File: src/hdl/adsr_pkg.sv
// Shared types, codes and constants of the ADSR envelope generator.
`default_nettype none

package adsr_pkg;

  localparam int unsigned LevelW = 25;
  localparam int unsigned CoefW  = 24;
  localparam int unsigned ProdW  = LevelW + CoefW;
  localparam int unsigned FracW  = 24;

  localparam logic [LevelW-1:0] QOne        = LevelW'(25'd16777216);
  localparam logic [LevelW-1:0] AttackSnap  = LevelW'(25'd16760438);
  localparam logic [LevelW-1:0] DecaySnap   = LevelW'(25'd16777);
  localparam logic [LevelW-1:0] ReleaseSnap = LevelW'(25'd167);

  localparam logic [CoefW-1:0]  AttackCoefRst   = CoefW'(24'd16000000);
  localparam logic [CoefW-1:0]  DecayCoefRst    = CoefW'(24'd16700000);
  localparam logic [CoefW-1:0]  ReleaseCoefRst  = CoefW'(24'd16700000);
  localparam logic [LevelW-1:0] SustainLevelRst = LevelW'(25'd9227469);

  typedef enum logic [2:0] {
    STAGE_IDLE    = 3'd0,
    STAGE_ATTACK  = 3'd1,
    STAGE_DECAY   = 3'd2,
    STAGE_SUSTAIN = 3'd3,
    STAGE_RELEASE = 3'd4
  } stage_e;

  typedef enum logic [1:0] {
    REQ_TICK     = 2'd0,
    REQ_NOTE_ON  = 2'd1,
    REQ_NOTE_OFF = 2'd2,
    REQ_RESET    = 2'd3
  } req_e;

  typedef enum logic [1:0] {
    REG_ATTACK_COEF   = 2'd0,
    REG_DECAY_COEF    = 2'd1,
    REG_RELEASE_COEF  = 2'd2,
    REG_SUSTAIN_LEVEL = 2'd3
  } reg_e;

  typedef struct packed {
    logic [CoefW-1:0]  attack_coef;
    logic [CoefW-1:0]  decay_coef;
    logic [CoefW-1:0]  release_coef;
    logic [LevelW-1:0] sustain_level;
  } cfg_t;

  typedef struct packed {
    stage_e            stage;
    logic [LevelW-1:0] level;
  } env_res_t;

endpackage

`default_nettype wire

File: src/hdl/adsr_skid.sv
// Output register with a one-entry skid stage for envelope results.
`default_nettype none

module adsr_skid (
  input  logic                clk_i,
  input  logic                rst_ni,
  input  logic                push_i,
  input  adsr_pkg::env_res_t  data_i,
  output logic                ready_o,
  output logic                valid_o,
  input  logic                ready_i,
  output adsr_pkg::env_res_t  data_o
);
  import adsr_pkg::*;

  logic     out_valid_q, out_valid_d;
  logic     skid_valid_q, skid_valid_d;
  env_res_t out_q, out_d;
  env_res_t skid_q, skid_d;
  logic     out_free;

  assign ready_o  = !skid_valid_q;
  assign valid_o  = out_valid_q;
  assign data_o   = out_q;
  assign out_free = !out_valid_q || ready_i;

  always_comb begin
    out_valid_d  = out_valid_q;
    skid_valid_d = skid_valid_q;
    out_d        = out_q;
    skid_d       = skid_q;
    if (out_free) begin
      // Drain the skid entry first; no push can arrive while it is full.
      if (skid_valid_q) begin
        out_d        = skid_q;
        out_valid_d  = 1'b1;
        skid_valid_d = 1'b0;
      end else begin
        out_d       = data_i;
        out_valid_d = push_i;
      end
    end else if (push_i) begin
      skid_d       = data_i;
      skid_valid_d = 1'b1;
    end
  end

  always_ff @(posedge clk_i or negedge rst_ni) begin
    if (!rst_ni) begin
      out_valid_q  <= 1'b0;
      skid_valid_q <= 1'b0;
    end else begin
      out_valid_q  <= out_valid_d;
      skid_valid_q <= skid_valid_d;
    end
  end

  always_ff @(posedge clk_i) begin
    out_q  <= out_d;
    skid_q <= skid_d;
  end

endmodule

`default_nettype wire

File: config.mk
export PLATFORM = sky130hd
export DESIGN_NAME = adsr_skid
export DESIGN_NICKNAME = d
export VERILOG_FILES = /design/src/hdl/adsr_pkg.sv /design/src/hdl/adsr_skid.sv
export SDC_FILE = /design/constraint.sdc
export NUM_CORES = 1
export LEC_CHECK = 0
export ABC_CLOCK_PERIOD_IN_PS = 9050
export BUFFER_PORTS_ARGS = -buffer_cell sky130_fd_sc_hd__buf_2
export CORE_ASPECT_RATIO = 1.4
export CORE_MARGIN = 2
export CORE_UTILIZATION = 57
export CTS_BUF_LIST = sky130_fd_sc_hd__clkbuf_2 sky130_fd_sc_hd__clkbuf_4 sky130_fd_sc_hd__clkbuf_8
export CTS_CLUSTER_SIZE = 25
export DETAILED_ROUTE_END_ITERATION = 8
export GPL_ROUTABILITY_DRIVEN = 0
export HOLD_SLACK_MARGIN = 0.05
export PLACE_DENSITY = 0.87
export SYNTH_ARGS = -nofsm -noshare
export SYNTH_HDL_FRONTEND = slang
export SYNTH_SLANG_ARGS = --single-unit
File: constraint.sdc
create_clock -name clk_i -period 9.05 [get_ports clk_i]
set_clock_uncertainty 0.2 [all_clocks]
set_input_delay 0.4525 -clock clk_i [delete_from_list [all_inputs] [get_ports clk_i]]
set_output_delay 0.4525 -clock clk_i [all_outputs]
set_load 0.03 [all_outputs]
# Word level (Yosys, flattened, before mapping)
# Index checks and enable logic that the tools add are counted.
# word_totals
inputBits,32
ramBits,0
memories,0
output_inout_bits,30
romBits,0
latch_bits,0
ff_bits,58
# classes
multipliers,0
magnitude_cmp,0
muxes,4
eq_ne,0
addsub,0
n_shift,0
div_mod_pow,0
n_bitwise,1
reduce_logical,5
# op_table
op,n
$mux W28,1
$mux W1,3
$logic_not A1 Y1,2
$reduce_and A2 Y1,1
$reduce_bool A2 Y1,1
$logic_or A1 B1 Y1,1
$not A1 Y1,1

# Longest topological paths before layout
# logic_depth
ltp_word,4
depth_mapped,3

# Worst setup path before layout
# Ideal clock, no wire load.
# synth_timing
kind,register to register
startpoint,register out_valid_q (netlist: valid_o)
endpoint,"register skid_q[0] (netlist bit), enable pin"
path_buffers,0
setup_slack_ns,5.897
t_required_ns,8.437
path_stages_with_launch,3
arrival_ns,2.540
setup_time_ns,0.413
cell_sequence,dfrtp_1 > nand2b_1 > nor2_1
# synth_via
elab_chain_len,4
# synth_lines
element,line,rtl
from (decl),adsr_skid.sv:16,"logic out_valid_q, out_valid_d;"
from (signal assigned),adsr_skid.sv:53,out_valid_q <= out_valid_d;
$logic_not A1 Y1,adsr_skid.sv:25,assign out_free = !out_valid_q || ready_i;
$logic_or A1 B1 Y1,adsr_skid.sv:25,
via out_free,adsr_skid.sv:20,logic out_free;
$not A1 Y1 (no line),-,
$reduce_and A2 Y1 (no line),-,
to (signal assigned),adsr_skid.sv:60,skid_q <= skid_d;
to (decl),adsr_skid.sv:19,"env_res_t skid_q, skid_d;"
# The timed path passes the listed nets, and every way through them passes these cells.
# A chain may end at the register's enable or synchronous reset.

# Final worst setup path
# layout_timing
startpoint,register skid_valid_q
endpoint,output port ready_o
# layout_via
elab_chain_len,1
# layout_lines
element,line,rtl
from (decl),adsr_skid.sv:17,"logic skid_valid_q, skid_valid_d;"
from (signal assigned),adsr_skid.sv:54,skid_valid_q <= skid_valid_d;
$logic_not A1 Y1,adsr_skid.sv:22,assign ready_o = !skid_valid_q;
to (decl),adsr_skid.sv:9,"output logic ready_o,"
# No other way between the ends.

==> metrics.md <==
| Metric | Value |
|---|---|
| # port buffers | 61 |
| Post-synthesis register bit count | 58 |
| TNS Setup | 0 ps |
| Synth Area in XOR/XNOR | 0% |
| Final period util | 24.60% |
| Worst path required time | 8400 ps |
| Final setup violation count | 0 |
| Pre-antenna DRT Iters | 4 |
| Final WL | 3.470 mm |
| Worst hold-check path type | input port to register |
| Post-synthesis compound-gate area fraction | 0% |
| Fmax | 449.1 MHz |
| Initial antenna violation count | 0 |
| Synth Area in Simple Gates | 0.9605% |
| Most Crowded Layer GR | met2 |
| Clock sink count | 58 |
| DIE WIDTH | 56.68 microns |
| Largest net degree at the start of global routing | 31 |
| Outcome | finished, final reports clean |
| Global-route wire length before repair | 5.444 mm |
| Top-area cell type share of the netlist area | 75.93% |
| Worst Slack Setup Final | 6823 ps |
| Syn Area/Cell | 23.07 sq um |
| Largest family of logic cells by synthesized area | multiplexers |
| Gr usage total | 17.51% |
| Worst skew pair latency | 320 ps |
| Num CTS Buffers | 9 |
| Min Clock Period, post-route | 2227 ps |
| Unrepaired setup endpoints after global routing | no |
| Critical Path End Type | output port |
| Area delta synth->final | 23.16% |
| Filler instances | 222 |
| Die area | 0.004407 sq mm |
| Initial Utilization | 60.25% |
| Row cnt | 26 |
| Pleak | 1.127 nW |
| # diodes | 0 |
| Routed len/inst | 16.14 microns |
| FF-to-FF setup slack | 7220 ps |
| Setup WS pre-CTS | 6922 ps |
| Post-Syn Area | 0.002215 sq mm |
| Placed Cells | 198 |
| Post-CTS Setup Bufs | 0 |
| Met2 global-route usage | 25.93% |
| FF/Latch Area | 0.001733 sq mm |
| Cell taking the most area after synthesis | edfxtp_1 |
| Clock Pin Slew Worst Setup and Hold Paths | 60 ps |
| CP max stage cell | dfrtp_2 |
| M3 GR Usage | 5.833% |
| Slew Limit Fails | 0 |
| Ys Warns | 0 |
| CP cell instances | inv_1 > buf_2 |
| Pwr/cell area | 217.2 mW/mm^2 |
| Max_slew headroom | 39.82% |
| Layout cells sized above 1 | 62.43% |
| Core area | 0.003676 sq mm |
| # DRC | 0 |
| ANT nets after route | 0 |
| Routed vias | 1098 |
| Root buf cell | clkbuf_8 |
| Leading post-synthesis cells by cell area | edfxtp_1, mux2_4, dfrtp_1 |
| CP max FO | 30 |
| Cell variety after synth | 8 |
| DR iter-0 viols | 27 |
| Crit Path Class | register to output port |
| Worst VDD drop | 0.1676 mV |
| Multi-input gate area | 444.2 sq um |
| CP arrival | 1570 ps |
| Met1 usage | 21.26% |
| Final Non-Filler Cells | 215 |
| Worst slew pin tran | 902.8 ps |
| Final Cell Area | 0.002728 sq mm |
| H-tree lvl count | 3 |
| Dpl cell area | 0.002557 sq mm |
| GRT overflow | 0 |
| Seq/Total Area, Yosys | 78.19% |
| Final nets | 200 |
| CTS Buffer Depth | 2 |
| Final Hold Viols | 0 |
| MaxCap Viol Count | 0 |
| Routed vias/inst | 5.107 |
| Syn Inst Count | 96 |
| CTS tree | yes |
| Crit path launch type | register |
| Worst path max stage delay | 960 ps |
| Post-Synth Adder-Cell Area | 0% |
| Post-synthesis mux area share | 18.98% |
| Final Util | 74.20% |
| Post-DP HPWL | 2.482 mm |
| Io pins | 62 |
| Syn Nets | 128 |
| Die height | 77.75 microns |
| Number of global-route vias before repair | 1138 |
==> through the flow <==
step                hold WS (ps)  power, mW
floorplan                 -43.09     0.3854
global placement           36.73     0.4063
detailed placement         40.51     0.4101
CTS                        105.0     0.5995
global route               101.2     0.6173
finish                     121.6     0.5924
==> synthesized netlist by cell type <==
master	instances
inv_1	2
nand2_1	1
mux2_4	28
nand2b_1	1
nor2_1	3
dfrtp_1	2
buf_6	3
edfxtp_1	56
==> critical path: cells and delay by family, from the launching register on <==
family                 cells  cell delay (ps)
buffers and inverters      2              280
flip-flops                 1              960
==> layout by cell type (no fill, tap or decap) <==
master         synthesis  routed
dfrtp_1                2       1
edfxtp_1              56      56
clkbuf_8               0       9
buf_4                  0       2
dlygate4sd3_1          0       1
nor2_2                 0       1
nand2_1                1       1
mux2_4                28      28
inv_1                  2       2
clkinvlp_4             0       1
nor2_1                 3       2
clkinv_2               0       5
dfrtp_2                0       1
clkinv_1               0       1
nand2b_1               1       1
buf_2                  0      61
==> cell type report <==
cell class	instances	share of cell area (%)
clock inverter	7	1.330
sequential	58	63.53
timing repair buffer	64	12.11
inverter	2	0.2752
tap	42	1.927
multi-input combinational	33	16.28
clock buffer	9	4.541
==> power by group <==
| part | total, mW | switching (mW) | internal [mW] | leakage (nW) |
|---|---|---|---|---|
| logic | 0.0761 | 0.0437 | 0.0323 | 0.479 |
| clock network | 0.189 | 0.0934 | 0.0955 | 0.0860 |
| registers | 0.327 | 0.00994 | 0.318 | 0.561 |
==> registers in the layout, indices dropped and copies added, names as in the netlist <==
register	count
skid_q	28
valid_o	1
data_o	28
skid_valid_q	1
==> path summary, 6_finish.rpt <==
path	from	endpoint	depth (start not counted)
max reg2reg	valid_o	skid_q[12]	3
max in group asynchronous	rst_ni	skid_valid_q	2
max	skid_valid_q	ready_o	2
min	data_i[11]	skid_q[11]	1
min reg2reg	skid_q[2]	data_o[2]	1
min in group asynchronous	rst_ni	valid_o	2
==> kinds of logic after synthesis <==
| kind of cell | count (synthesis) |
|---|---|
| buffers and inverters | 5 |
| DFF | 58 |
| muxes | 28 |
| and+or+nand+nor | 5 |
==> metal layers <==
layer	routed length (microns)	part of all wire [%]
met5	0	0
met4	81	2.3
met3	278	8.0
met2	1753	51
met1	1356	39
==> repair_timing <==
item | 4_1_cts | 5_1_grt
endpoints found under the hold margin | 2 | 0
hold buffers | 1 | 0
gates resized for setup | 0 | 0
Power figures use the tool's default switching activity.
